$ cat src/sv/cfoc_pkg.sv
// Shared types and constants for the chunk frustum and occlusion culler.
package cfoc_pkg;

    localparam int PLANE_COUNT     = 6;
    localparam int AXIS_COUNT      = 3;
    localparam int COORD_W         = 16;
    localparam int PROD_W          = 2 * COORD_W;
    localparam int SUM_W           = PROD_W + 2;
    localparam int D_SHIFT         = 14;
    localparam int CHUNK_W         = 6;
    localparam int HIDDEN_W        = 6;
    localparam int CFG_INDEX_W     = 3;
    localparam int CFG_DATA_W      = 64;
    localparam int CHUNK_COUNT_DEF = 64;
    localparam logic [HIDDEN_W-1:0] PROBE_RESET = 6'd30;

    // Configuration register indexes
    typedef enum logic [CFG_INDEX_W-1:0] {
        REG_PLANE_LEFT     = 3'd0,
        REG_PLANE_RIGHT    = 3'd1,
        REG_PLANE_BOTTOM   = 3'd2,
        REG_PLANE_TOP      = 3'd3,
        REG_PLANE_NEAR     = 3'd4,
        REG_PLANE_FAR      = 3'd5,
        REG_OCC_ENABLE     = 3'd6,
        REG_PROBE_INTERVAL = 3'd7
    } cfg_reg_t;

    // One plane: normal in Q2.14, offset in Q8.8
    typedef struct packed {
        logic signed [COORD_W-1:0] d;
        logic signed [COORD_W-1:0] nz;
        logic signed [COORD_W-1:0] ny;
        logic signed [COORD_W-1:0] nx;
    } plane_t;

    // Occlusion controls
    typedef struct packed {
        logic                occ_enable;
        logic [HIDDEN_W-1:0] probe_interval;
    } occ_cfg_t;

    // Per-chunk state word
    typedef struct packed {
        logic                pending;
        logic                visible;
        logic [HIDDEN_W-1:0] hidden;
    } chunk_state_t;

    localparam chunk_state_t CHUNK_STATE_RESET = '{pending: 1'b0, visible: 1'b1, hidden: '0};

    // Item control at the update stage
    typedef struct packed {
        logic act;
        logic query_available;
        logic query_passed;
    } item_ctl_t;

    // Draw decision for one transaction
    typedef struct packed {
        logic draw;
        logic start_query;
    } verdict_t;

endpackage

$ cat src/sv/cfoc_cfg_regs.sv
// Configuration registers: six frustum planes and occlusion controls.
module cfoc_cfg_regs (
    input  logic                                          clk,
    input  logic                                          rst_n,
    input  logic                                          cfg_we,
    input  logic [cfoc_pkg::CFG_INDEX_W-1:0]              cfg_index,
    input  logic [cfoc_pkg::CFG_DATA_W-1:0]               cfg_data,
    output cfoc_pkg::plane_t [cfoc_pkg::PLANE_COUNT-1:0]  planes,
    output cfoc_pkg::occ_cfg_t                            occ_cfg
);
    import cfoc_pkg::*;

    plane_t [PLANE_COUNT-1:0] planes_reg;
    occ_cfg_t                 occ_cfg_reg;

    // Register writes, decoded by index
    always_ff @(posedge clk or negedge rst_n)
    begin
        if (!rst_n)
        begin
            planes_reg  <= '0;
            occ_cfg_reg <= '{occ_enable: 1'b0, probe_interval: PROBE_RESET};
        end
        else if (cfg_we)
        begin
            case (cfg_reg_t'(cfg_index))
                REG_PLANE_LEFT:     planes_reg[0] <= cfg_data;
                REG_PLANE_RIGHT:    planes_reg[1] <= cfg_data;
                REG_PLANE_BOTTOM:   planes_reg[2] <= cfg_data;
                REG_PLANE_TOP:      planes_reg[3] <= cfg_data;
                REG_PLANE_NEAR:     planes_reg[4] <= cfg_data;
                REG_PLANE_FAR:      planes_reg[5] <= cfg_data;
                REG_OCC_ENABLE:     occ_cfg_reg.occ_enable <= cfg_data[0];
                REG_PROBE_INTERVAL: occ_cfg_reg.probe_interval <= cfg_data[HIDDEN_W-1:0];
                default:            occ_cfg_reg <= occ_cfg_reg;
            endcase
        end
    end

    assign planes  = planes_reg;
    assign occ_cfg = occ_cfg_reg;

endmodule

$ cat config.mk
export PLATFORM = sky130hd
export DESIGN_NAME = cfoc_cfg_regs
export DESIGN_NICKNAME = d
export VERILOG_FILES = /design/src/sv/cfoc_pkg.sv /design/src/sv/cfoc_cfg_regs.sv
export SDC_FILE = /design/constraint.sdc
export NUM_CORES = 1
export LEC_CHECK = 0
export ABC_AREA = 1
export BUFFER_PORTS_ARGS = -buffer_cell sky130_fd_sc_hd__buf_4
export CORE_UTILIZATION = 45
export DETAILED_ROUTE_END_ITERATION = 8
export GPL_TIMING_DRIVEN = 0
export PLACE_DENSITY = 0.81
export SLEW_MARGIN = 20
export SYNTH_ARGS = -nofsm -noshare
export SYNTH_HDL_FRONTEND = slang
export SYNTH_SLANG_ARGS = --single-unit
$ cat constraint.sdc
create_clock -name clk -period 0.8 [get_ports clk]
set_input_delay 0.08 -clock clk [delete_from_list [all_inputs] [get_ports clk]]
set_output_delay 0.08 -clock clk [all_outputs]
set_load 0.01 [all_outputs]
Yosys cells after proc, flatten, opt, wreduce, memory -nomap -nowiden

Cells that the tools add are included.

Output and inout bits: 391
Register bits after elaboration: 391

Eq/ne operators: 7
Reduce and logical (&&, ||, !) cells: 9

Operators with widths:

| kind                 | number |
|---|---|
| $reduce_and A2 Y1    | 8 |
| $eq A3 B3 Y1 const B | 4 |
| $eq A3 B2 Y1 const B | 2 |
| $eq A3 B1 Y1 const B | 1 |
| $logic_not A3 Y1     | 1 |

Depth between registers and ports, before layout

Word-level depth: 2
Depth in mapped cells: 6
Gate-level depth less buffers: 5

Worst setup path before layout

OpenSTA, ideal clock, no wires.

Path kind: input to register
Start: input port cfg_index[1] (netlist bit)
End: register planes_reg, in the netlist planes[288]
Arrival: 0.790 ns
Buffers on the path: 1
Stages on the path: 5
Path slack: -0.107 ns
Setup time: 0.117 ns
Cell sequence: nor2_1 -> nand2_1 -> clkbuf_1 -> nand2_1 -> nand2_1

Longest elaborated chain between the ends: 2

RTL lines:

| what                               | RTL line            | RTL |
|---|---|---|
| from (decl)                        | cfoc_cfg_regs.sv:6  | `input logic [cfoc_pkg::CFG_INDEX_W-1:0] cfg_index,` |
| $eq A3 B3 Y1                       | cfoc_cfg_regs.sv:26 | `case (cfg_reg_t'(cfg_index))` |
| $reduce_and A2 Y1 (no source line) | --                  |  |
| to (decl)                          | cfoc_cfg_regs.sv:13 | `plane_t [PLANE_COUNT-1:0] planes_reg;` |

Every way passes these cells.
A chain may end at the register's enable or synchronous reset.

Worst setup path after layout

Start: register occ_cfg_reg, in the netlist occ_cfg[1]
End: output port occ_cfg[1] (netlist bit)

RTL lines:

| what                   | RTL line            | RTL |
|---|---|---|
| from (decl)            | cfoc_cfg_regs.sv:14 | `occ_cfg_t occ_cfg_reg;` |
| from (signal assigned) | cfoc_cfg_regs.sv:22 | `occ_cfg_reg <= '{occ_enable: 1'b0, probe_interval: PROBE_RESET};` |
| from (signal assigned) | cfoc_cfg_regs.sv:35 | `default: occ_cfg_reg <= occ_cfg_reg;` |
| to (decl)              | cfoc_cfg_regs.sv:9  | `output cfoc_pkg::occ_cfg_t occ_cfg` |

No word-level cell between the ends.

==> flow_metrics.env <==
export IMPL_residual_drc_count=0
export IMPL_grt_antenna_before_repair=6
export IMPL_dr_first_iter_drc_count=1686
export IMPL_ctsHoldBuffers=63
export IMPL_slew_viol_final=0
export IMPL_synthDistinctLibCells=13
export IMPL_crit_reg2reg_launch="planes[293]"
export IMPL_largest_family_of_logic_cells_by_synthesized_area="simple AND/OR/NAND/NOR gates"
export IMPL_arrival_time_of_data_at_the_critical_path_endpoint_ns=1.17
export IMPL_floorplan_io_pins=461
export IMPL_tritoncts_num_buffers=41
export IMPL_timing_fmax_ghz=0.800
export IMPL_wl_per_cell_um=23.5
export IMPL_slew_limit_headroom=0.460
export IMPL_mostFrequentLayoutCells="820 x sky130_fd_sc_hd__nand2_1, 437 x sky130_fd_sc_hd__buf_6, 383 x sky130_fd_sc_hd__dfrtp_1"
export IMPL_areaGrowthSynthToFinish_pct=66.7
export IMPL_antenna_left=0
export IMPL_detailroute_via_count=16900
export IMPL_timing_final_ws_setup_ns=-0.449
export IMPL_cts_tree="yes"
export IMPL_critical_path_max_stage_delay_ns=0.55
export IMPL_ys_warnings_count=0
export IMPL_grt_pass1_wl_mm=94.3
export IMPL_yosys_area_share_adder=0
export IMPL_cp_slowest_cell="sky130_fd_sc_hd__dfstp_2"
export IMPL_reg2reg_depth=3
export IMPL_cp_top_family="flip-flops"
export IMPL_failed_checks="hold timing, setup timing"
export IMPL_std_cell_rows=66
export IMPL_clkTransAtPathRegs_ns=0.06
export IMPL_netlist_area_mm2=0.0151
export IMPL_maxCapViolCount=0
export IMPL_crit_cells=1
export IMPL_timing_worst_slew_pin_value_ns=0.811
export IMPL_r2r_slack_ns=-0.15
export IMPL_finish_net_count=2580
export IMPL_synth_cells=1694
export IMPL_globalRoute_totalOverflow=0
export IMPL_crit_path_end_kind="output pin"
export IMPL_power_leakage_uw=0.0137
export IMPL_cellPowerDensity_mw_per_mm2=2670
export IMPL_grt_start_max_net_pins=102
export IMPL_largest_reg_flops=384
export IMPL_hold_worst_slack_ns=-0.651
export IMPL_cts_htree_levels=2
export IMPL_setup_worst_path_end="occ_cfg[1]"
export IMPL_synth_ff_latch_count=391
export IMPL_yosys_area_share_xor_xnor=0
export IMPL_clock_insertion_delay_worst_skew_ns=0.51
export IMPL_post_dp_hpwl_mm=36.6
export IMPL_unrepaired_setup_endpoints_after_global_routing="yes"
export IMPL_timing_clock_skew_ns=0
export IMPL_design_area_mm2=0.0252
export IMPL_critical_path_peak_fanout=2
export IMPL_timing_critical_path_cells="buf_6"
export IMPL_layout_commonest_cell="sky130_fd_sc_hd__nand2_1"
export IMPL_synth_area_per_cell_um2=8.93
export IMPL_timing_final_crit_share=1.56
export IMPL_path_buf_inv=1
export IMPL_setup_worst_path_class="flop to output pin"
export IMPL_crit_path_start="occ_cfg[1]"
export IMPL_yosys_area_top_type_share=0.640
export IMPL_start_util=0.461
export IMPL_total_power_consumption_of_the_routed_design_uw=67300
export IMPL_route_detailed_vias_per_inst=5.69
export IMPL_cts_root_buffer_cell="sky130_fd_sc_hd__clkbuf_16"
export IMPL_yosys_top_cells_area="sky130_fd_sc_hd__dfrtp_1 64%, sky130_fd_sc_hd__nand2_1 23%, sky130_fd_sc_hd__nand3_1 8.5%, sky130_fd_sc_hd__buf_2 2.3%, sky130_fd_sc_hd__clkbuf_1 0.77%"
export IMPL_synthDominantAreaCellType="sky130_fd_sc_hd__dfrtp_1"
export IMPL_fp_dieArea_mm2=0.0344
export IMPL_seq_total_area_yosys=0.647
export IMPL_clk_path_buf_depth=3
export IMPL_min_delay_path_class="primary input to asynchronous set/reset pin"
export IMPL_final_fill_count=1786
export IMPL_start_kind="flop"
export IMPL_cts_num_sinks=391
export IMPL_buffer_ports_inserted=459
export IMPL_final_period_minus_worst_setup_slack_ns=1.25
export IMPL_total_routing_resource_utilization_after_global_routing=0.366
export IMPL_muxShareOfSynthArea=0
export IMPL_irDropWorstVdd_mv=1.71
export IMPL_die_width_um=185
export IMPL_synth_compound_area_share=0
export IMPL_yosys_area_share_simple=0.318
export IMPL_status="complete, but fails checks"
export IMPL_drt_pass1_iterations=8
export IMPL_net_count_of_the_mapped_netlist=1764
export IMPL_drive_gt1_frac=0.391
export IMPL_first_global_vias=16700
export IMPL_gp_congestion=0.843
export IMPL_drt_total_wl_mm=69.9
export IMPL_die_height_um=185
export IMPL_detailed_place_area_mm2=0.0193
export IMPL_timing_hold_violations_final=149
export IMPL_core_region_area_mm2=0.0328
export IMPL_timing_rr_end="planes[293]"
export IMPL_report_final_setup_viol=444
export IMPL_timing_critical_path_required_ns=0.72
-- kinds of logic (layout without fill, tap and decap cells) --
family                 count (synthesis)  count (layout)
and+or+nand+nor                     1192            1192
DFF                                  391             391
buffers and inverters                111             951
other                                  0               2
-- cell type report --
cell class / instances / area, um^2 / area share
sequential: 391 / 9790 / 0.388
tap: 442 / 553 / 0.0219
multi-input combinational: 1192 / 5200 / 0.206
clock buffer: 60 / 1180 / 0.0467
timing repair buffer: 773 / 7780 / 0.308
clock inverter: 7 / 72.6 / 0.00288
buffer: 105 / 611 / 0.0242
antenna: 2 / 5.00 / 0.000198
inverter: 6 / 27.5 / 0.00109
-- repair_timing --
action	CTS	global route
endpoints found under the hold margin	482	143
endpoints found under the setup margin	831	749
setup buffers	154	130
pin swaps	3	60
gates cloned	2	1
gates resized for setup	415	167
-- per-stage QoR --
step	cells	util	TNS, ns	worst slack (ns)	hold WS (ns)
floorplan	1694	-	-5.65	-0.0293	-0.216
global placement	2595	0.586	-1826.13	-4.03	0.332
detailed placement	2599	0.589	-392.93	-1.05	-0.138
CTS	2885	0.732	-130.71	-0.453	-0.682
global route	2976	0.769	-142.84	-0.477	-0.658
finish	2978	0.769	-133.94	-0.449	-0.651
-- cells in the mapped netlist --
library cell	number
sky130_fd_sc_hd__clkbuf_1	31
sky130_fd_sc_hd__inv_1	2
sky130_fd_sc_hd__buf_4	5
sky130_fd_sc_hd__nor2_4	2
sky130_fd_sc_hd__nand2_2	1
sky130_fd_sc_hd__buf_2	69
sky130_fd_sc_hd__nand3_1	257
sky130_fd_sc_hd__inv_2	4
sky130_fd_sc_hd__nand2_1	927
sky130_fd_sc_hd__nor2_2	2
sky130_fd_sc_hd__nor2_1	3
sky130_fd_sc_hd__dfstp_2	4
sky130_fd_sc_hd__dfrtp_1	387
-- where the power goes --
part           switching, uW  total [uW]  internal (uW)
Combinational           9870       21900          12000
Sequential              3360       26900          23500
Clock                   8030       18500          10500
Total                  21300       67300          46000
-- layer usage --
| layer | global-route usage | vias to the layer above | wire length [um] |
|---|---|---|---|
| met5 | 0 | - | 51 |
| met4 | 0.269 | 8 | 6060 |
| met3 | 0.109 | 462 | 8110 |
| met2 | 0.591 | 1365 | 32800 |
| met1 | 0.411 | 8165 | 22900 |
| li1 | - | 6946 | - |
-- how the worst min path moves through the flow --
| stage | startpoint | endpoint | slack, ns | depth (start not counted) |
|---|---|---|---|---|
| 2_1_floorplan | rst_n | occ_cfg[0] | -0.22 | 0 |
| 4_1_cts | rst_n | planes[251] | -0.68 | 1 |
| 3_3_place_gp | cfg_data[31] | planes[351] | 0.33 | 3 |
| 6_report | rst_n | planes[251] | -0.65 | 1 |
| 5_1_grt | rst_n | planes[251] | -0.66 | 1 |
| 3_5_place_dp | rst_n | planes[251] | -0.14 | 1 |
No activity file was read; power rests on OpenSTA's default activity.
