**config.mk**
```make
export PLATFORM = sky130hd
export DESIGN_NAME = cfoc_state
export DESIGN_NICKNAME = d
export VERILOG_FILES = /design/src/sv/cfoc_pkg.sv /design/src/sv/cfoc_ram.sv /design/src/sv/cfoc_state.sv
export SDC_FILE = /design/constraint.sdc
export NUM_CORES = 1
export LEC_CHECK = 0
export BUFFER_PORTS_ARGS = -buffer_cell sky130_fd_sc_hd__buf_2
export CORE_MARGIN = 2
export CORE_UTILIZATION = 50
export CTS_CLUSTER_SIZE = 30
export DETAILED_ROUTE_END_ITERATION = 16
export PLACE_DENSITY = 0.66
export SLEW_MARGIN = 20
export SYNTH_ARGS = -nofsm -noshare
export SYNTH_HDL_FRONTEND = slang
export SYNTH_SLANG_ARGS = --single-unit
```
**constraint.sdc**
```tcl
create_clock -name clk -period 15.2 [get_ports clk]
set_input_delay 3.04 -clock clk [delete_from_list [all_inputs] [get_ports clk]]
set_output_delay 3.04 -clock clk [all_outputs]
set_load 0.01 [all_outputs]
```
**src/sv/cfoc_pkg.sv**
```systemverilog
// Shared types and constants for the chunk frustum and occlusion culler.
package cfoc_pkg;

    localparam int PLANE_COUNT     = 6;
    localparam int AXIS_COUNT      = 3;
    localparam int COORD_W         = 16;
    localparam int PROD_W          = 2 * COORD_W;
    localparam int SUM_W           = PROD_W + 2;
    localparam int D_SHIFT         = 14;
    localparam int CHUNK_W         = 6;
    localparam int HIDDEN_W        = 6;
    localparam int CFG_INDEX_W     = 3;
    localparam int CFG_DATA_W      = 64;
    localparam int CHUNK_COUNT_DEF = 64;
    localparam logic [HIDDEN_W-1:0] PROBE_RESET = 6'd30;

    // Configuration register indexes
    typedef enum logic [CFG_INDEX_W-1:0] {
        REG_PLANE_LEFT     = 3'd0,
        REG_PLANE_RIGHT    = 3'd1,
        REG_PLANE_BOTTOM   = 3'd2,
        REG_PLANE_TOP      = 3'd3,
        REG_PLANE_NEAR     = 3'd4,
        REG_PLANE_FAR      = 3'd5,
        REG_OCC_ENABLE     = 3'd6,
        REG_PROBE_INTERVAL = 3'd7
    } cfg_reg_t;

    // One plane: normal in Q2.14, offset in Q8.8
    typedef struct packed {
        logic signed [COORD_W-1:0] d;
        logic signed [COORD_W-1:0] nz;
        logic signed [COORD_W-1:0] ny;
        logic signed [COORD_W-1:0] nx;
    } plane_t;

    // Occlusion controls
    typedef struct packed {
        logic                occ_enable;
        logic [HIDDEN_W-1:0] probe_interval;
    } occ_cfg_t;

    // Per-chunk state word
    typedef struct packed {
        logic                pending;
        logic                visible;
        logic [HIDDEN_W-1:0] hidden;
    } chunk_state_t;

    localparam chunk_state_t CHUNK_STATE_RESET = '{pending: 1'b0, visible: 1'b1, hidden: '0};

    // Item control at the update stage
    typedef struct packed {
        logic act;
        logic query_available;
        logic query_passed;
    } item_ctl_t;

    // Draw decision for one transaction
    typedef struct packed {
        logic draw;
        logic start_query;
    } verdict_t;

endpackage

```
**src/sv/cfoc_ram.sv**
```systemverilog
// Generic single-write, single-read RAM with registered read data.
module cfoc_ram #(
    parameter int WIDTH = 8,
    parameter int DEPTH = 64,
    localparam int AW = (DEPTH > 1) ? $clog2(DEPTH) : 1
) (
    input  logic             clk,
    input  logic             we,
    input  logic [AW-1:0]    waddr,
    input  logic [WIDTH-1:0] wdata,
    input  logic [AW-1:0]    raddr,
    output logic [WIDTH-1:0] rdata
);

    logic [WIDTH-1:0] mem [DEPTH];
    logic [WIDTH-1:0] rdata_reg;

    // Read returns old data on a same-address write
    always_ff @(posedge clk)
    begin
        if (we)
        begin
            mem[waddr] <= wdata;
        end
        rdata_reg <= mem[raddr];
    end

    assign rdata = rdata_reg;

endmodule

```
**src/sv/cfoc_state.sv**
```systemverilog
// Per-chunk occlusion state: RAM, clearing pass after reset, read-modify-write.
module cfoc_state #(
    parameter int CHUNK_COUNT = cfoc_pkg::CHUNK_COUNT_DEF,
    localparam int ADDR_W = (CHUNK_COUNT > 1) ? $clog2(CHUNK_COUNT) : 1
) (
    input  logic                clk,
    input  logic                rst_n,
    input  logic [ADDR_W-1:0]   rd_addr,
    input  logic [ADDR_W-1:0]   upd_addr,
    input  cfoc_pkg::item_ctl_t upd_ctl,
    input  cfoc_pkg::occ_cfg_t  occ_cfg,
    output cfoc_pkg::verdict_t  verdict,
    output logic                clearing
);
    import cfoc_pkg::*;

    localparam int STATE_W = $bits(chunk_state_t);

    logic               clear_active_reg;
    logic               clear_active_next;
    logic [ADDR_W-1:0]  clear_addr_reg;
    logic [ADDR_W-1:0]  clear_addr_next;

    logic               fwd_valid_reg;
    logic [ADDR_W-1:0]  fwd_addr_reg;
    chunk_state_t       fwd_data_reg;

    logic [STATE_W-1:0] ram_rdata;
    logic               ram_we;
    logic [ADDR_W-1:0]  ram_waddr;
    logic [STATE_W-1:0] ram_wdata;

    chunk_state_t       cur;
    chunk_state_t       upd;
    logic [HIDDEN_W-1:0] hidden_inc;
    logic               go;

    cfoc_ram #(
        .WIDTH (STATE_W),
        .DEPTH (CHUNK_COUNT)
    ) u_state_ram (
        .clk   (clk),
        .we    (ram_we),
        .waddr (ram_waddr),
        .wdata (ram_wdata),
        .raddr (rd_addr),
        .rdata (ram_rdata)
    );

    // Clearing sweep, one entry a cycle
    always_comb
    begin
        clear_active_next = clear_active_reg;
        clear_addr_next   = clear_addr_reg;
        if (clear_active_reg)
        begin
            if (clear_addr_reg == ADDR_W'(CHUNK_COUNT - 1))
            begin
                clear_active_next = 1'b0;
            end
            else
            begin
                clear_addr_next = clear_addr_reg + 1'b1;
            end
        end
    end

    always_ff @(posedge clk or negedge rst_n)
    begin
        if (!rst_n)
        begin
            clear_active_reg <= 1'b1;
            clear_addr_reg   <= '0;
            fwd_valid_reg    <= 1'b0;
        end
        else
        begin
            clear_active_reg <= clear_active_next;
            clear_addr_reg   <= clear_addr_next;
            fwd_valid_reg    <= upd_ctl.act;
        end
    end

    // Last write, for an item that read the same entry at that edge
    always_ff @(posedge clk)
    begin
        fwd_addr_reg <= upd_addr;
        fwd_data_reg <= upd;
    end

    // State update for one visit
    always_comb
    begin
        if (fwd_valid_reg && (fwd_addr_reg == upd_addr))
        begin
            cur = fwd_data_reg;
        end
        else
        begin
            cur = chunk_state_t'(ram_rdata);
        end

        upd        = cur;
        go         = 1'b1;
        hidden_inc = cur.hidden + 1'b1;

        if (cur.pending && upd_ctl.query_available)
        begin
            upd.visible = upd_ctl.query_passed;
            upd.pending = 1'b0;
        end

        if (!upd.visible)
        begin
            if (hidden_inc < occ_cfg.probe_interval)
            begin
                upd.hidden = hidden_inc;
                go         = 1'b0;
            end
            else
            begin
                upd.visible = 1'b1;
                upd.hidden  = '0;
            end
        end

        if (go && occ_cfg.occ_enable)
        begin
            upd.pending = 1'b1;
        end

        verdict.draw        = upd_ctl.act && go;
        verdict.start_query = upd_ctl.act && go && occ_cfg.occ_enable;
    end

    // Write port: clearing sweep or item update
    always_comb
    begin
        if (clear_active_reg)
        begin
            ram_we    = 1'b1;
            ram_waddr = clear_addr_reg;
            ram_wdata = CHUNK_STATE_RESET;
        end
        else
        begin
            ram_we    = upd_ctl.act;
            ram_waddr = upd_addr;
            ram_wdata = upd;
        end
    end

    assign clearing = clear_active_reg;

endmodule
```
; ---- Word-level counts from Yosys, hierarchy flattened
; Memories as Yosys holds them, arrays and structs flattened. A register that Yosys moved wholly into a read port is not among the register bits.
; Index checks and enable logic that the tools add are counted.
[word_totals]
reg_bits = 22
latch_bits = 0
mem_bits_rw = 512
romBits = 0
in_bits = 24
out_inout_bits = 3
wordCells = 34
memories = 1
[classes]
n_addsub = 2
multipliers = 0
div = 0
order_cmp = 1
n_eq_ne = 2
shift = 0
mux = 14
bitwise = 1
n_reduce_logical = 6
[memory_table]
columns = memory, depth, word_bits, read_ports, rd_clocked_by_memory_dff, wr, line
row1 = u_state_ram.mem, 64, 8, 1, 1, 1, cfoc_ram.sv:15  ; logic [WIDTH-1:0] mem [DEPTH];
[op_table]
columns = operator, n
row1 = 2-to-1 mux 8 bit, 2
row2 = "adder 6 x 1 -> 6 bit, second input constant", 2
row3 = 2-to-1 mux 6 bit, 2
row4 = 2-to-1 mux 1 bit, 8
row5 = 2-to-1 mux 7 bit, 1
row6 = == test 6 bit, 1
row7 = "== test 6 bit, second input constant", 1
row8 = < comparator 6 bit, 1
row9 = logical AND 1 bit, 5
row10 = 2-to-1 mux 2 bit, 1
row11 = AND reduction 2 bit, 1
row12 = NOT 1 bit, 1

; ---- Longest topological paths before layout
; Gate-level depths: netlist of run 1.
[logic_depth]
word_depth = 10
depth_mapped = 18
mapped_depth_nobuf = 16

; ---- Cells and area by module
; A second synthesis of run 1 with hierarchy kept.
[unflattened]
hier_cells = 1090
area_unflattened_um2 = 21677.0
[modules_own_cells]
columns = mod, instances, cells_per_inst, area_each_um2, seq_area_each_um2
row1 = cfoc_ram, 1, 940, 20166.8, 15534.9
row2 = cfoc_state, 1, 150, 1510.2, 481.7

; ---- Least setup slack after synthesis of run 1
; OpenSTA, ideal clock, no wires.
[synth_path]
kind = in2reg
startpoint = input port upd_addr[1]
endpoint = memory u_state_ram.mem[0][2] (data pin)
setup_time_ns = 0.721
arrival_time_ns = 8.680
required_ns = 14.479
slack_ns = 5.799
cell_stages = 17
path_buffers = 2
cell_sequence = buf_2 > xnor2_1 > nand3_1 > nor2_2 > buf_4 > mux2i_1 > inv_1 > ha_1 > nand3_1 > xor2_1 > mux2i_1 > ha_1 > a21o_1 > a221oi_1 > o311ai_1 > o21a_1 > a211oi_1
[synth_via]
elab_chain_len = 8
word_cells_on_any_way = 10
cone_classes = add/sub: 1 / order compare: 1 / eq/ne: 1 / mux: 5 / reduce/logical: 2
[synth_lines]
columns = item, line
row1 = "start, declared", cfoc_state.sv:9  ; input logic [ADDR_W-1:0] upd_addr,
row2 = == test 6 bit *, cfoc_state.sv:94  ; if (fwd_valid_reg && (fwd_addr_reg == upd_addr))
row3 = logical AND 1 bit *, cfoc_state.sv:94
row4 = 2-to-1 mux 8 bit *, cfoc_state.sv:94
row5 = adder 6 x 1 -> 6 bit, cfoc_state.sv:105  ; hidden_inc = cur.hidden + 1'b1;
row6 = < comparator 6 bit, cfoc_state.sv:115  ; if (hidden_inc < occ_cfg.probe_interval)
row7 = 2-to-1 mux 6 bit, cfoc_state.sv:115
row8 = 2-to-1 mux 7 bit *, cfoc_state.sv:113  ; if (!upd.visible)
row9 = 2-to-1 mux 8 bit *, cfoc_state.sv:139  ; if (clear_active_reg)
row10 = named net ram_wdata[2], cfoc_state.sv:31  ; logic [STATE_W-1:0] ram_wdata;
row11 = "end, declared", cfoc_ram.sv:15
; Mark *: on every way through the listed nets, which the timed path passes. The rest lies on a longest branch.

==> metrics.cfg, run 1 <==
[outcome]
status = finished clean

[yosys]
synth_sequential_area_ratio_pct = 74.8
synth.top_cell.area_share_pct = 71.8
syn_area_um2 = 21400
synth_common_cells = edfxtp_1, mux4_2, nor2_1
yosys_warnings = 0
ys_seq_elements = 542
synth-compound-area-share_pct = 1.58
synthSimpleGateAreaFrac_pct = 3.53
synth_mux_area_share_pct = 17.5
synth_most_common_cell = edfxtp_1
yosysTopAreaCell = edfxtp_1
synth_xor_area_share_pct = 0.778
avgSynthCellArea_um2 = 21.0
synth_nets = 1050
ys.flop_type = edfxtp_1
synth-adder-area-share_pct = 0.409
synth_top_family_by_area = multiplexers
synth_edf_count = 512
synth_area_leaders = edfxtp_1, mux4_2, dfxtp_1, nor2_1, dfrtp_1
async_flop_share_pct = 1.48
synth_cell_types = 49
syn_inst = 1019

[clock_network]
cts_made_buffers = 52
clock_path_buffers = 3
ctsHtreeMaxLevel = 2
cts_tree = done
path_clk_slew_ns = 0.06
clk_latency_ns = 0.57
cts_sinks = 542
post-cts-setup-buffers = 0
cts_resized = 0
ctsRootBufferMaster = clkbuf_16
hold_buffers = 0

[setup_path]
startpoint_type = input port
path_max_fanout = 15
crit_required_ns = 12.16
critical_path_class = in2out
setup.worst_path.start = upd_addr[1]
reg2reg_to = u_state_ram.mem[9][1]$_DFFE_PP_
cp-endpoint = verdict[0]
rr_startpoint = fwd_addr_reg[2]$_DFF_P_
rr_worst_depth = 15
reg2reg_slack_ns = 9.61
crit_path_end_kind = output port
arrival_ns = 7.15

[final_layout]
largest_reg_flops = 512
drive_above_1_share_pct = 26.3
final_nets = 1093
area_growth_syn_to_layout_pct = 10.9

[route]
first_pass_iters = 5
viasPerCell = 6.07
drc_errors = 0
wl_um = 44600
post_drt_wl_per_cell_um = 27.2
ant_nets = 0
first_iter_violations = 1031
vias = 9956

[timing]
max_freq_mhz = 98.2
tightestPinTransition_ns = 0.989
worst_hold_slack_ns = 0.555
finalHoldViolCount = 0
drv_slew = 0
fin_tns_setup_ns = 0
rsz0062_at_grt = no
period_share_pct = 67.0
max_slew_margin_pct = 34.0
skew_ns = 0.0139
min_period_ns = 10.19
finalSetupViolations = 0

[global_routing]
grt_pass1_vias = 10200
grt_antenna_before_repair = 1
grt_max_degree = 65
grt.overflow.total = 0
grt_usage_pct = 20.8
grt_pass1_wl_um = 66600

[floorplan]
dieWidth_um = 211
core_um2 = 42100
fp-row-count = 75
start_util_pct = 50.8
io_pins = 27
dieArea_um2 = 44500
die_y_um = 211

[placement]
port_buffers = 26
globalplace.congestion = 0.842
hpwl_um = 26800

[pwr]
power.ir.vdd_worst_uv = 89.6
power.leakage_uw = 0.00746
power.density_nw_per_um2 = 139

[job]
max-cap-violations = 0

[hold_path]
holdCritPathClass = reg2reg

[power by group]
group / internal [uW] / switching [uW] / leakage (uW)
Sequential: 1760 / 12.1 / 0.00491
Clock: 692 / 530 / 0.000785
Combinational: 88.5 / 219 / 0.00176
[per-layer routing]
metal	routed length (um)	GRT usage [%]
met1	18700	29.5
met2	21600	32.8
met3	3240	4.71
met4	1040	5.61
met5	0	0
[logic make-up after synthesis]
| group | count (synthesis) |
|---|---|
| compound gates | 48 |
| xor+xnor | 19 |
| fa+ha+maj | 7 |
| buf+inv | 60 |
| flops | 542 |
| mux | 174 |
| simple gates | 169 |
[worst min-delay path by stage]
stage	slack (ns)	to	start	depth (start not counted)
floorplan	0.50	clear_addr_reg[4]$_DFFE_PN0P_	clear_addr_reg[4]$_DFFE_PN0P_	1
global placement	0.54	clear_addr_reg[4]$_DFFE_PN0P_	clear_addr_reg[4]$_DFFE_PN0P_	1
detailed placement	0.54	clear_addr_reg[4]$_DFFE_PN0P_	clear_addr_reg[4]$_DFFE_PN0P_	1
CTS	0.55	clear_addr_reg[4]$_DFFE_PN0P_	clear_addr_reg[4]$_DFFE_PN0P_	1
global route	0.58	clear_addr_reg[4]$_DFFE_PN0P_	clear_addr_reg[4]$_DFFE_PN0P_	1
finish	0.56	clear_addr_reg[4]$_DFFE_PN0P_	clear_addr_reg[4]$_DFFE_PN0P_	1
[final cells by class]
cell class              count  area (um^2)
fillers                  3081        18400
clock inverters            21          163
multi-input cells         417         5160
inverters                  11         41.3
clock buffers              71         1430
diodes                      1         2.50
flip-flops and latches    542        16000
repair buffers             38          231
well taps                 539          674
[critical path, cell delays in order]
cell,delay (ns)
buf_2,0.16
xnor2_1,0.13
nand3_1,0.23
nor2_2,0.67
mux2_2,0.43
ha_1,0.27
nand3_1,0.12
xor2_1,0.15
mux2i_1,0.12
ha_1,0.34
and4_1,0.20
nand2_1,0.09
or4_1,0.43
o311a_1,0.22
nand2_1,0.23
and3_1,0.18
buf_2,0.12
[metrics by stage]
stage	area [um^2]	utilization, %	total power (uW)	instances	setup WS [ns]
3_5_place_dp	22100	52.5	2120	1547	5.09
5_1_grt	23700	56.3	3410	1639	4.76
3_3_place_gp	22100	52.5	2110	1547	5.21
2_1_floorplan	21400	-	1990	1019	5.80
4_1_cts	23700	56.3	3330	1639	5.07
6_report	23700	56.3	3300	1640	5.01
[placed cells by master (no fill, tap or decap), types with 4 or more instances in the layout]
| cell | count |
|---|---|
| dfrtp_1 | 7 |
| and3_1 | 5 |
| mux2_2 | 5 |
| buf_4 | 13 |
| dfxtp_1 | 22 |
| a21oi_1 | 5 |
| clkinv_1 | 4 |
| xor2_1 | 7 |
| nand2b_1 | 4 |
| o21ai_0 | 5 |
| inv_1 | 11 |
| mux2i_1 | 9 |
| edfxtp_1 | 512 |
| xnor2_1 | 12 |
| nor2_1 | 75 |
| nor3_1 | 11 |
| buf_2 | 24 |
| clkbuf_1 | 14 |
| clkinv_2 | 11 |
| mux4_2 | 160 |
| nand2_1 | 36 |
| nand3_1 | 14 |
| a21o_1 | 4 |
| o32ai_1 | 4 |
| ha_1 | 7 |
| clkbuf_8 | 5 |
| o22ai_1 | 6 |
| clkbuf_16 | 53 |
| nor2b_1 | 7 |
(Power assumes the default switching activity.)
==> inputs of run 2 (changes only) <==
- clock period: 15.2 -> 9.8 ns (I/O delays scaled with it)
==> metrics.cfg, run 2 (synthesized netlist as in run 1, its figures left out) <==
[outcome]
status = finished clean

[timing]
fin_tns_setup_ns = 0
max_slew_margin_pct = 35.5
finalHoldViolCount = 0
rsz0062_at_grt = no
period_share_pct = 81.4
tightestPinTransition_ns = 0.964
drv_slew = 0
skew_ns = 0.0321
finalSetupViolations = 0
max_freq_mhz = 125
min_period_ns = 7.98

[global_routing]
grt_antenna_before_repair = 1
grt_pass1_wl_um = 66500
grt_usage_pct = 20.7
grt_max_degree = 109
grt_pass1_vias = 10100
grt.overflow.total = 0

[setup_path]
cpPeakStageDelay_ns = 0.62
cp_slowest_cell = nor2_2
critPathTopFamily = simple AND/OR/NAND/NOR gates
crit_path_end_kind = output port
startpoint_type = input port
arrival_ns = 6.02
path_max_fanout = 15
crit_required_ns = 7.84
crit_chain = buf_2 > xnor2_1 > nand4_1 > nor2_2 > mux2_2 > ha_1 > nand3_1 > xor2_1 > mux2i_1 > ha_1 > and4_1 > nand2_1 > or4_1 > o311a_1 > nand2_1 > and3_1 > buf_2
critical_path_class = in2out
worst-path-buf-inv = 2

[clock_network]
cts_tree = done
path_clk_slew_ns = 0.06
ctsRootBufferMaster = clkbuf_16
clk_latency_ns = 0.61
hold_buffers = 0
cts_sinks = 542
post-cts-setup-buffers = 0
cts_made_buffers = 53
ctsHtreeMaxLevel = 2
clock_path_buffers = 3
cts_resized = 0

[final_layout]
final_common_cell = edfxtp_1
diodes = 0
fin_util_pct = 56.7
n_fill_cell = 3093
final_cell_mix = edfxtp_1, mux4_2, nor2_1, clkbuf_16, nand2_1
largest_reg_flops = 512
area_growth_syn_to_layout_pct = 11.6
drive_above_1_share_pct = 26.1
final_nets = 1093

[placement]
hpwl_um = 26600
port_buffers = 26
globalplace.congestion = 0.822

[floorplan]
dieWidth_um = 211
io_pins = 27
start_util_pct = 50.8
core_um2 = 42100
dieArea_um2 = 44500
die_y_um = 211
fp-row-count = 75

[route]
drc_errors = 0
viasPerCell = 6.07
first_iter_violations = 1005
first_pass_iters = 5
vias = 9941
post_drt_wl_per_cell_um = 27.2
wl_um = 44500
ant_nets = 0

[pwr]
power.leakage_uw = 0.00752
power.density_nw_per_um2 = 220
power.ir.vdd_worst_uv = 130

[job]
max-cap-violations = 0

[hold_path]
holdCritPathClass = reg2reg

## run 2: area by class of cell
cell class | count | area (um^2) | area share (%)
timing repair buffer | 37 | 253 | 1.06
sequential | 542 | 16000 | 67.1
tap | 539 | 674 | 2.82
inverter | 11 | 41.3 | 0.173
clock inverter | 28 | 313 | 1.31
clock buffer | 64 | 1410 | 5.90
multi-input combinational | 417 | 5170 | 21.6
## run 2: path summary, 6_finish.rpt
kind | start | slack [ns] | cells after the start | end
setup reg to reg | fwd_addr_reg[3]$_DFF_P_ | 4.52 | 14 | u_state_ram.mem[12][5]$_DFFE_PP_
hold / removal | clear_addr_reg[0]$_DFFE_PN0P_ | 0.56 | 1 | clear_addr_reg[0]$_DFFE_PN0P_
max in group asynchronous | rst_n | 8.34 | 1 | clearing$_DFF_PN1_
hold reg to reg | clear_addr_reg[0]$_DFFE_PN0P_ | 0.56 | 1 | clear_addr_reg[0]$_DFFE_PN0P_
min in group asynchronous | rst_n | 1.21 | 1 | clear_addr_reg[1]$_DFFE_PN0P_
setup / recovery | upd_addr[5] | 1.82 | 17 | verdict[0]
## run 2: metal layers
metal,global-route usage [%],vias to the layer above,part of all wire (%)
met3,4.06,88,5.3
li1,-,4310,-
met2,32.4,279,48
met4,6.68,2,2.9
met5,0,-,0.029
met1,29.9,5262,44
## run 2: power by group
group / internal, uW / leakage (uW) / switching (uW)
Sequential: 2730 / 0.00491 / 17.7
Combinational: 140 / 0.00176 / 322
Clock: 1200 / 0.000848 / 831
## run 2: through the flow
stage / instances / setup WS (ns) / power, uW / area, um^2 / hold slack (ns)
final: 1638 / 1.82 / 5240 / 23900 / 0.562
after global routing: 1638 / 1.52 / 5400 / 23900 / 0.594
after CTS: 1637 / 1.88 / 5280 / 23900 / 0.566
after detailed placement: 1545 / 1.88 / 3260 / 22100 / 0.554
after global placement: 1545 / 1.97 / 3250 / 22100 / 0.542
after floorplan: 1019 / 1.48 / 3090 / 21400 / 0.498
## run 2: worst reg2reg max path, delay by kind of cell (launching register included)
kind,cells,cell delay (ns)
compound gates,4,1.67
simple gates,3,0.98
fa+ha+maj,2,0.60
mux,2,0.55
buf+inv,1,0.55
xor+xnor,2,0.32
flops,1,0.31
==> inputs of run 3 (changes only) <==
- PLACE_DENSITY: 0.66 -> 0.68
- clock period: 9.8 -> 7.28 ns (I/O delays scaled with it)
==> metrics.cfg, run 3 (synthesized netlist as in run 1, its figures left out) <==
[clock_network]
cts_made_buffers = 53
clock_path_buffers = 3
ctsRootBufferMaster = clkbuf_16
cts_sinks = 542
path_clk_slew_ns = 0.06
ctsHtreeMaxLevel = 2
cts_resized = 0
post-cts-setup-buffers = 0
clk_latency_ns = 0.59
cts_tree = done
hold_buffers = 0

[global_routing]
grt.busiest_layer = met2
grt_pass1_vias = 10100
use_met3_pct = 3.26
gr-usage-met2_pct = 33.3
grt_antenna_before_repair = 0
grt_pass1_wl_um = 68000
grt_max_degree = 91
grt.overflow.total = 0
grt_usage_pct = 21.2
grt_use_met1_pct = 31.4

[setup_path]
cpPeakStageDelay_ns = 0.47
worst-path-buf-inv = 2
critical_path_class = in2out
cp_slowest_cell = nor2_2
critPathTopFamily = simple AND/OR/NAND/NOR gates
crit_chain = buf_2 > xnor2_1 > nand4_1 > nor2_2 > mux2_2 > ha_1 > nand3_1 > xor2_1 > mux2i_1 > ha_1 > and4_1 > nand2_1 > or4_1 > o311a_1 > nand2_1 > and3_1 > buf_2
path_max_fanout = 10
crit_required_ns = 5.82
startpoint_type = input port
crit_path_end_kind = output port
arrival_ns = 5.31

[final_layout]
drive_above_1_share_pct = 25.8
n_fill_cell = 3082
final_nets = 1100
final_cell_mix = edfxtp_1, mux4_2, nor2_1, clkbuf_16, nand2_1
final_common_cell = edfxtp_1
multi_input_area_um2 = 5150
diodes = 0
largest_reg_flops = 512
area_growth_syn_to_layout_pct = 10.9
stdcell_count = 1648
register_area_um2 = 16000

[timing]
skew_ns = 0.0248
max_slew_margin_pct = 25.9
tightestPinTransition_ns = 1.11
finalHoldViolCount = 0
fin_tns_setup_ns = 0
drv_slew = 0
min_period_ns = 6.76
rsz0062_at_grt = no
max_freq_mhz = 148
finalSetupViolations = 0
period_share_pct = 92.9

[pwr]
power.leakage_uw = 0.00747
power_uw = 6840
power.ir.vdd_worst_uv = 160
power.density_nw_per_um2 = 288

[hold_path]
holdCritPathClass = reg2reg

[floorplan]
dieArea_um2 = 44500
start_util_pct = 50.8
core_um2 = 42100
dieWidth_um = 211
fp-row-count = 75
die_y_um = 211
io_pins = 27

[placement]
globalplace.congestion = 0.845
hpwl_um = 27200
port_buffers = 26
placedCellCount = 1553

[route]
ant_nets = 0
first_pass_iters = 5
viasPerCell = 6.17
drc_errors = 0
vias = 10200
wl_um = 46000
first_iter_violations = 1340
post_drt_wl_per_cell_um = 27.9

[job]
max-cap-violations = 0

[outcome]
status = finished clean

run 3: changes by cell type in the layout (fill, tap and decap cells not counted), sizes merged:
cell	delta
bufinv	-5
buf	+7
clkbuf	+8
run 3: power breakdown:
part | switching (uW) | internal, uW
sequential | 25.1 | 3680
clock | 1090 | 1410
combinational | 447 | 192
run 3: final timing paths:
check	start	endpoint	slack [ns]	cells after the start
max	upd_addr[5]	verdict[0]	0.52	17
min	clear_addr_reg[0]$_DFFE_PN0P_	clear_addr_reg[0]$_DFFE_PN0P_	0.57	1
max reg2reg	fwd_addr_reg[3]$_DFF_P_	u_state_ram.mem[11][1]$_DFFE_PP_	2.29	15
min reg2reg	clear_addr_reg[0]$_DFFE_PN0P_	clear_addr_reg[0]$_DFFE_PN0P_	0.57	1
max in group asynchronous	rst_n	clearing$_DFF_PN1_	6.30	1
min in group asynchronous	rst_n	clear_addr_reg[4]$_DFFE_PN0P_	0.72	1
run 3: metal layers:
| layer | up-vias | wire length, um |
|---|---|---|
| li1 | 4310 | - |
| met1 | 5415 | 19700 |
| met2 | 377 | 22300 |
| met3 | 72 | 2970 |
| met4 | 0 | 1090 |
| met5 | - | 0 |
run 3: cell type report:
cell class                 instances  area share (%)
sequential                       542            67.5
multi-input combinational        417            21.7
clock buffer                      72            5.89
tap                              539            2.84
timing repair buffer              44            1.27
clock inverter                    23           0.653
inverter                          11           0.174
run 3: per-stage QoR:
| step | hold slack [ns] | setup WS, ns | utilization, % | cell area (um^2) |
|---|---|---|---|---|
| after floorplan | 0.498 | 0.616 | - | 21400 |
| after global placement | 0.534 | 0.646 | 52.7 | 22200 |
| after detailed placement | 0.553 | 0.584 | 52.7 | 22200 |
| after CTS | 0.564 | 0.557 | 56.3 | 23700 |
| after global routing | 0.586 | 0.259 | 56.3 | 23700 |
| final | 0.570 | 0.519 | 56.3 | 23700 |
